`config.mk`:
```
export PLATFORM = sky130hd
export DESIGN_NAME = ping_pong_playback_buffer_control
export DESIGN_NICKNAME = d
export VERILOG_FILES = /design/src/hdl/ppbc_pkg.sv /design/src/hdl/ping_pong_playback_buffer_control.sv
export VERILOG_INCLUDE_DIRS = /design/src /design/src/hdl
export SDC_FILE = /design/constraint.sdc
export NUM_CORES = 1
export LEC_CHECK = 0
export ABC_AREA = 1
export BUFFER_PORTS_ARGS = -buffer_cell sky130_fd_sc_hd__buf_4
export CORE_UTILIZATION = 45
export DETAILED_ROUTE_END_ITERATION = 12
export PLACE_DENSITY = 0.69
export REMOVE_ABC_BUFFERS = 1
export SYNTH_ARGS = -nofsm -noshare
export SYNTH_HDL_FRONTEND = slang
export SYNTH_SLANG_ARGS = --single-unit
```
`constraint.sdc`:
```
create_clock -name clk -period 5.1 [get_ports clk]
set_clock_uncertainty 0.05 [all_clocks]
set_input_delay 0.255 -clock clk [delete_from_list [all_inputs] [get_ports clk]]
set_output_delay 0.255 -clock clk [all_outputs]
set_load 0.005 [all_outputs]
```
`src/hdl/ping_pong_playback_buffer_control_macros.svh`:
```
// Assertion macros used by the controller RTL.
`ifndef PING_PONG_PLAYBACK_BUFFER_CONTROL_MACROS_SVH
`define PING_PONG_PLAYBACK_BUFFER_CONTROL_MACROS_SVH

`ifndef NO_ASSERTIONS

// Consequent must hold in the same cycle as the antecedent.
`define PPBC_ASSERT_NOW(label, clk, rst, ante, cons) \
  label: assert property (@(posedge clk) disable iff (rst) (ante) |-> (cons)) \
    else $error("assertion failed");

// Consequent must hold in the cycle after the antecedent.
`define PPBC_ASSERT_NEXT(label, clk, rst, ante, cons) \
  label: assert property (@(posedge clk) disable iff (rst) (ante) |=> (cons)) \
    else $error("assertion failed");

`else

`define PPBC_ASSERT_NOW(label, clk, rst, ante, cons)
`define PPBC_ASSERT_NEXT(label, clk, rst, ante, cons)

`endif

`endif

```
`src/hdl/ppbc_pkg.sv`:
```
package ppbc_pkg;

  typedef enum logic [1:0] {
    CMD_SUBMIT    = 2'd0,
    CMD_HALF_DONE = 2'd1,
    CMD_STOP      = 2'd2,
    CMD_POLL      = 2'd3
  } cmd_t;

  typedef enum logic [1:0] {
    ST_OK        = 2'd0,
    ST_NO_DEVICE = 2'd1,
    ST_EMPTY     = 2'd2,
    ST_BUSY      = 2'd3
  } status_t;

  localparam logic [15:0] RATE_MIN = 16'd4000;
  localparam logic [15:0] RATE_MAX = 16'd44100;

  typedef struct packed {
    cmd_t        cmd;
    logic [15:0] byte_count;
    logic [15:0] rate_hz;
  } req_t;

  typedef struct packed {
    status_t     status;
    logic        write_half;
    logic [14:0] pad_count;
    logic        silence_fill;
    logic        silent_half;
    logic        stream_start;
    logic [15:0] start_rate;
    logic        halted;
    logic        is_playing;
    logic        can_queue;
  } rsp_t;

endpackage

```
`src/hdl/ping_pong_playback_buffer_control.sv`:
```
// Control for a two-half ping-pong playback buffer. Each request item is one
// event (submit, half played, stop, poll) and produces exactly one response
// item. The block takes one item per cycle while requests are not stalled: an
// item is held in an input stage register, and the whole state update runs in
// a single pass of flag logic between that stage and the response register,
// which loads the response as the item leaves the stage. The stage lets one
// more item in while a response is stalled; requests stall only while the
// stage is occupied and the response register holds a stalled item. The user
// must write device_present through cfg_we/cfg_wdata only while no events are
// in flight; the block itself does not enforce this.
`include "ping_pong_playback_buffer_control_macros.svh"

module ping_pong_playback_buffer_control #(
  parameter int HALF_BYTES     = 32768,
  parameter int UNDERRUN_LIMIT = 2
) (
  input  logic            clk,
  input  logic            rst,
  input  logic            cfg_we,
  input  logic            cfg_wdata,
  input  logic            req_valid,
  output logic            req_stall,
  input  ppbc_pkg::req_t  req,
  output logic            rsp_valid,
  input  logic            rsp_stall,
  output ppbc_pkg::rsp_t  rsp
);

  localparam logic [16:0] HALF      = 17'(HALF_BYTES);
  localparam logic [1:0]  UR_LIMIT  = 2'(UNDERRUN_LIMIT);

  // Configuration
  logic device_present;

  // Input stage
  logic           stage_valid;
  ppbc_pkg::req_t stage;
  logic           advance;

  // Controller state
  logic        stream_playing, stream_playing_next;
  logic        primed, primed_next;
  logic [1:0]  half_full, half_full_next;
  logic        playing_half, playing_half_next;
  logic        next_fill_half, next_fill_half_next;
  logic [1:0]  underrun_count, underrun_count_next;
  logic [15:0] stream_rate, stream_rate_next;

  ppbc_pkg::rsp_t result;

  // Advance the stage unless the response register is full and stalled.
  assign advance   = stage_valid && !(rsp_valid && rsp_stall);
  assign req_stall = stage_valid && rsp_valid && rsp_stall;

  always_ff @(posedge clk) begin
    if (rst) begin
      device_present <= 1'b0;
    end else if (cfg_we) begin
      device_present <= cfg_wdata;
    end
  end

  always_ff @(posedge clk) begin
    if (rst) begin
      stage_valid <= 1'b0;
    end else if (req_valid && !req_stall) begin
      stage_valid <= 1'b1;
    end else if (advance) begin
      stage_valid <= 1'b0;
    end
  end

  always_ff @(posedge clk) begin
    if (req_valid && !req_stall) begin
      stage <= req;
    end
  end

  // Single-pass event handling, written in the order the event is resolved.
  always_comb begin
    logic [15:0] rate_sat;
    logic [16:0] bytes_ext;
    logic [16:0] bytes_clamped;
    logic [16:0] pad_ext;
    logic        wrote;

    stream_playing_next = stream_playing;
    primed_next         = primed;
    half_full_next      = half_full;
    playing_half_next   = playing_half;
    next_fill_half_next = next_fill_half;
    underrun_count_next = underrun_count;
    stream_rate_next    = stream_rate;
    result              = '0;
    wrote               = 1'b0;

    // Saturate the rate and clamp the count to one half.
    if (stage.rate_hz < ppbc_pkg::RATE_MIN) begin
      rate_sat = ppbc_pkg::RATE_MIN;
    end else if (stage.rate_hz > ppbc_pkg::RATE_MAX) begin
      rate_sat = ppbc_pkg::RATE_MAX;
    end else begin
      rate_sat = stage.rate_hz;
    end
    bytes_ext     = {1'b0, stage.byte_count};
    bytes_clamped = (bytes_ext > HALF) ? HALF : bytes_ext;
    pad_ext       = HALF - bytes_clamped;

    unique case (stage.cmd)
      ppbc_pkg::CMD_SUBMIT: begin
        if (!device_present) begin
          result.status = ppbc_pkg::ST_NO_DEVICE;
        end else if (stage.byte_count == 16'd0) begin
          result.status = ppbc_pkg::ST_EMPTY;
        end else begin
          // A new rate while running: halt first, then prime afresh.
          if (stream_playing_next && (stream_rate_next != rate_sat)) begin
            stream_playing_next = 1'b0;
            primed_next         = 1'b0;
            half_full_next      = 2'b00;
            underrun_count_next = 2'd0;
            result.halted       = 1'b1;
          end
          if (!stream_playing_next && !primed_next) begin
            // Prime half 0 and store the rate.
            half_full_next      = 2'b01;
            next_fill_half_next = 1'b1;
            stream_rate_next    = rate_sat;
            primed_next         = 1'b1;
            result.write_half   = 1'b0;
            wrote               = 1'b1;
          end else if (primed_next && !stream_playing_next) begin
            // Fill half 1 and start at the primed rate.
            result.write_half   = 1'b1;
            wrote               = 1'b1;
            half_full_next[1]   = 1'b1;
            next_fill_half_next = 1'b0;
            primed_next         = 1'b0;
            stream_playing_next = 1'b1;
            playing_half_next   = 1'b0;
            underrun_count_next = 2'd0;
            result.stream_start = 1'b1;
          end else if (half_full_next[next_fill_half_next]) begin
            result.status = ppbc_pkg::ST_BUSY;
          end else begin
            result.write_half                   = next_fill_half_next;
            half_full_next[next_fill_half_next] = 1'b1;
            next_fill_half_next                 = !next_fill_half_next;
            underrun_count_next                 = 2'd0;
            wrote                               = 1'b1;
          end
          if (wrote) begin
            result.pad_count = pad_ext[14:0];
          end
        end
      end
      ppbc_pkg::CMD_HALF_DONE: begin
        if (stream_playing) begin
          // Release the finished half and flip to the other one.
          half_full_next[playing_half] = 1'b0;
          playing_half_next            = !playing_half;
          next_fill_half_next          = playing_half;
          if (!half_full_next[playing_half_next]) begin
            // Underrun: ask for silence in the half now playing.
            result.silence_fill               = 1'b1;
            result.silent_half                = playing_half_next;
            half_full_next[playing_half_next] = 1'b1;
            if (underrun_count_next != 2'd3) begin
              underrun_count_next = underrun_count_next + 2'd1;
            end
            if (underrun_count_next >= UR_LIMIT) begin
              stream_playing_next = 1'b0;
              primed_next         = 1'b0;
              half_full_next      = 2'b00;
              underrun_count_next = 2'd0;
              result.halted       = 1'b1;
            end
          end else begin
            underrun_count_next = 2'd0;
          end
        end
      end
      ppbc_pkg::CMD_STOP: begin
        if (device_present) begin
          stream_playing_next = 1'b0;
          primed_next         = 1'b0;
          half_full_next      = 2'b00;
          underrun_count_next = 2'd0;
          result.halted       = 1'b1;
        end
      end
      ppbc_pkg::CMD_POLL: begin
        if (primed && !stream_playing) begin
          half_full_next[1]   = 1'b1;
          next_fill_half_next = 1'b0;
          primed_next         = 1'b0;
          stream_playing_next = 1'b1;
          playing_half_next   = 1'b0;
          underrun_count_next = 2'd0;
          result.stream_start = 1'b1;
        end
      end
    endcase

    result.start_rate = stream_rate_next;
    result.is_playing = stream_playing_next;
    if (!device_present) begin
      result.can_queue = 1'b0;
    end else if (!stream_playing_next) begin
      result.can_queue = 1'b1;
    end else begin
      result.can_queue = !half_full_next[next_fill_half_next];
    end
  end

  // Commit state as the item leaves the stage.
  always_ff @(posedge clk) begin
    if (rst) begin
      stream_playing <= 1'b0;
      primed         <= 1'b0;
      half_full      <= 2'b00;
      playing_half   <= 1'b0;
      next_fill_half <= 1'b0;
      underrun_count <= 2'd0;
      stream_rate    <= 16'd0;
    end else if (advance) begin
      stream_playing <= stream_playing_next;
      primed         <= primed_next;
      half_full      <= half_full_next;
      playing_half   <= playing_half_next;
      next_fill_half <= next_fill_half_next;
      underrun_count <= underrun_count_next;
      stream_rate    <= stream_rate_next;
    end
  end

  // Response register: load on advance, drop once taken.
  always_ff @(posedge clk) begin
    if (rst) begin
      rsp_valid <= 1'b0;
    end else if (advance) begin
      rsp_valid <= 1'b1;
    end else if (rsp_valid && !rsp_stall) begin
      rsp_valid <= 1'b0;
    end
  end

  always_ff @(posedge clk) begin
    if (advance) begin
      rsp <= result;
    end
  end

  `PPBC_ASSERT_NOW(a_idle_halves_empty, clk, rst, !stream_playing && !primed, half_full == 2'b00)
  `PPBC_ASSERT_NOW(a_primed_not_playing, clk, rst, primed, !stream_playing)
  `PPBC_ASSERT_NOW(a_start_plays, clk, rst, rsp_valid && rsp.stream_start, rsp.is_playing)
  `PPBC_ASSERT_NOW(a_halt_stops, clk, rst, rsp_valid && rsp.halted, !rsp.is_playing)
  `PPBC_ASSERT_NEXT(a_advance_loads, clk, rst, advance, rsp_valid && rsp.start_rate == stream_rate)

endmodule

```
==> flow_summary_export.csv <==
group,metric,value,unit
critical_path,cp_data_arrival_time,3380,ps
synth,yosysSeqAreaShare,54.6,%
sta,max_freq,0.304,GHz
sta,period_share,64.6,%
power_and_ir_drop,leakagePower,2.75,nW
detailed_routing,ant_nets,0,
critical_path,crit_buf_inv,0,
critical_path,crit_cells,23,
power_and_ir_drop,ir_worst_vdd,0.000149,V
sta,setup_viol,0,
sta,hold_violations,0,
detailed_routing,drc_errors,0,
critical_path,reg2reg_depth,23,
critical_path,r2r-end,"rsp[0]",
clock_network,numCtsBuffers,9,
sta,worst_pin_slew,901,ps
power_and_ir_drop,seqPwrFrac,56.5,%
power_and_ir_drop,switching_power,0.472,mW
critical_path,crit_path_cell_trace,"nor2_1 -> nand2_2 -> nor2_2 -> nand2_1 -> nand2_1 -> nand2_2 -> nand2_1 -> nand2_1 -> nand2_1 -> nand2_1 -> nor2_1 -> nand2_1 -> nor2_2 -> nand2_1 -> nand2_2 -> nand2_1 -> ha_1 -> o21ai_0 -> a21oi_1 -> nor2_1 -> nand2_1 -> nor2_1 -> nor2_1",
cells_and_area,drive_gt1_share,20.3,%
floorplan,rows,38,
critical_path,crit_fanout,23,
grt,grt-ovfl-total,0,
power_and_ir_drop,p_per_area,270,nW/um^2
clock_network,htree_levels,3,
synth,synthArstFlopShare,0,%
floorplan,dieArea,11700,sq um
power_and_ir_drop,swShare,27.8,%
floorplan,boundaryPins,82,
cells_and_area,area_growth,24.2,%
clock_network,cts_root_buf,"clkbuf_8",
floorplan,die_y,108,um
cells_and_area,postLayoutCoreUtil,57.7,%
synth,synth_area_per_cell,8.79,sq um
sta,rsz0062_at_grt,"no",
grt,grt_pass1_vias,3910,
synth,ys_warn_count,0,
grt,grt_usage,20.0,%
critical_path,rrSetupSlack,1810,ps
place,dp_hpwl,7.93,mm
cells_and_area,diodes,0,
sta,slew_viol_final,0,
critical_path,critPathTopFamily,"simple AND/OR/NAND/NOR gates",
place,gp_congestion,0.847,
synth,synth_flop_cell,"edfxtp_1",
critical_path,slowest_delay,500,ps
synth,synth_cell_types,41,
detailed_routing,vias_per_cell,4.93,
clock_network,clock_latency,380,ps
cells_and_area,fin_cells,833,
clock_network,cts_tree,"built",
critical_path,reg2reg_from,"stage[12]",
sta,period_minus_slack,3290,ps
detailed_routing,wl,10.9,mm
hold_path,min_path_type,"in -> reg",
floorplan,core_area,10900,sq um
clock_network,clkSlewWorstSetupHoldPaths,100,ps
sta,relSlewSlack,39.5,%
grt,antenna_found_initial,0,
critical_path,crit_type,"reg -> reg",
critical_path,endpoint,"rsp[0]",
critical_path,required,5190,ps
power_and_ir_drop,p_int,1.23,mW
flow_run,cap_violations,0,
detailed_routing,wl_per_cell,13.1,um
critical_path,worst_setup_path_end_kind,"flop",
synth,synth_cells,576,
floorplan,die_x,108,um
cells_and_area,nNetsFinal,735,
clock_network,clock_sinks,101,
critical_path,critPathLaunch,"stage[12]",
status,status,"finished, final reports clean",
detailed_routing,dr.pass1.iters,4,
floorplan,initial_utilization,46.5,%
critical_path,cp-start-kind,"flop",
detailed_routing,drt-initial-drc-count,132,
clock_network,cts_resized,0,
place,place_inst,785,
critical_path,cpMostUsedCell,"nand2_1",
synth,synth_area,5060,sq um
detailed_routing,vias,4106,
grt,grt_pass1_wl,17.9,mm
power_and_ir_drop,finalPower,1.70,mW
grt,grt_max_degree,47,
place,portBuffers,81,
critical_path,cp_slowest_cell,"edfxtp_1",
power_and_ir_drop,combPwrFrac,15.1,%
cells_and_area,n_fill_cell,948,
synth,synth-seq-cells,101,
clock_network,clock_path_buffers,2,
synth,synth_edf_count,74,
sta,setup_tns,0,ps
power_and_ir_drop,power.share.clock,28.4,%
==> state kept, by name, indices dropped and copies added (netlist names) <==
name	flops
stage	34
stream_playing	1
next_fill_half	1
stream_rate	16
stage_valid	1
device_present	1
rsp	40
playing_half	1
half_full	2
primed	1
underrun_count	2
rsp_valid	1
==> cell type report <==
| class | instances | area [sq um] | area share (%) |
|---|---|---|---|
| sequential | 101 | 2760 | 44.0 |
| multi-input combinational | 374 | 1890 | 30.1 |
| timing repair buffer | 115 | 943 | 15.0 |
| inverter | 87 | 329 | 5.24 |
| tap | 140 | 175 | 2.79 |
| clock buffer | 10 | 128 | 2.03 |
| clock inverter | 6 | 53.8 | 0.856 |
==> Yosys cell counts (3+ instances only) <==
library cell | count | area share, %
xor2_1 | 3 | 0.52
nor2_2 | 13 | 1.6
dfxtp_1 | 27 | 11
nor3_1 | 6 | 0.59
o21ai_0 | 24 | 2.4
a211oi_1 | 4 | 0.59
o21ai_2 | 7 | 1.2
xnor2_1 | 6 | 1.0
nand2_1 | 129 | 9.6
edfxtp_1 | 74 | 44
nor2_1 | 50 | 3.7
a31oi_1 | 3 | 0.37
a21oi_1 | 41 | 4.1
nand2_2 | 12 | 1.5
nor4_1 | 3 | 0.37
clkbuf_1 | 7 | 0.52
o21ai_1 | 17 | 1.7
buf_4 | 3 | 0.44
ha_1 | 7 | 1.7
inv_1 | 83 | 6.2
nand3_1 | 28 | 2.8
==> worst min path at each step <==
stage	startpoint	to	slack, ps	depth (start not counted)
after floorplan	rst	rsp_valid	270	1
after global placement	req[0]	stage[0]	380	1
after detailed placement	req[4]	stage[4]	380	1
after CTS	req[9]	stage[9]	4	1
after global routing	req[9]	stage[9]	1	1
final	req[9]	stage[9]	20	1
==> routing by layer <==
layer | wire [um] | vias up | track usage [%]
li1 | - | 2119 | -
met1 | 4840 | 1889 | 23.9
met2 | 5520 | 83 | 36.0
met3 | 378 | 15 | 2.89
met4 | 193 | 0 | 7.83
met5 | 0 | - | 0
==> through the flow <==
stage / hold slack, ps / worst slack, ps / area, sq um
global placement: 383 / 1960 / 5780
floorplan: 274 / 747 / 4980
global route: 1.09 / 1360 / 6280
detailed placement: 384 / 1790 / 5780
CTS: 4.17 / 1780 / 6280
finish: 17.6 / 1810 / 6280
==> cells in the final DEF, fill, tap and decap left out, drive strengths merged <==
cell,Yosys,final
nand3b,2,2
a31oi,3,3
nor4,3,3
ha,7,7
o2111ai,1,1
o211ai,2,2
a221oi,2,2
nand4,2,2
clkinv,2,4
or2,2,2
o221ai,1,1
nor2,65,65
nor3,6,6
dlygate4sd3,0,32
a21oi,42,42
inv,85,88
buf,7,83
and3,1,1
nand3,31,31
edfxtp,74,74
dfxtp,27,27
a211oi,4,4
xnor2,6,6
xor2,3,3
o21ai,48,48
nor3b,1,1
clkbuf,7,10
clkinvlp,0,1
nand2,141,141
o31ai,1,1
==> kinds of logic (layout without fill, tap and decap cells) <==
logic type / count (synthesis) / in the layout / synth area share, %
XOR/XNOR: 9 / 9 / 1.56
AND/OR/NAND/NOR: 254 / 254 / 22.3
AO/OA/AOI/OAI: 104 / 104 / 11.6
buffers and inverters: 101 / 218 / 8.18
adder cells (fa/ha/maj): 7 / 7 / 1.73
flip-flops: 101 / 101 / 54.6
==> what timing repair did <==
action | CTS | global route
buffers inserted | 0 | 0
endpoints found under the hold margin | 32 | 0
hold buffers | 32 | 0
setup endpoints to repair | 0 | 0
==> power groups by stage <==
| stage | Combinational (mW) | Sequential (mW) | Clock (mW) |
|---|---|---|---|
| 4_1_cts | 0.257 | 0.958 | 0.496 |
| 3_3_place_gp | 0.233 | 0.975 | 0 |
| 6_report | 0.257 | 0.958 | 0.482 |
| 3_5_place_dp | 0.237 | 0.976 | 0 |
| 5_1_grt | 0.289 | 0.963 | 0.524 |
| 2_1_floorplan | 0.149 | 0.970 | 0 |
(Power assumes the default switching activity.)
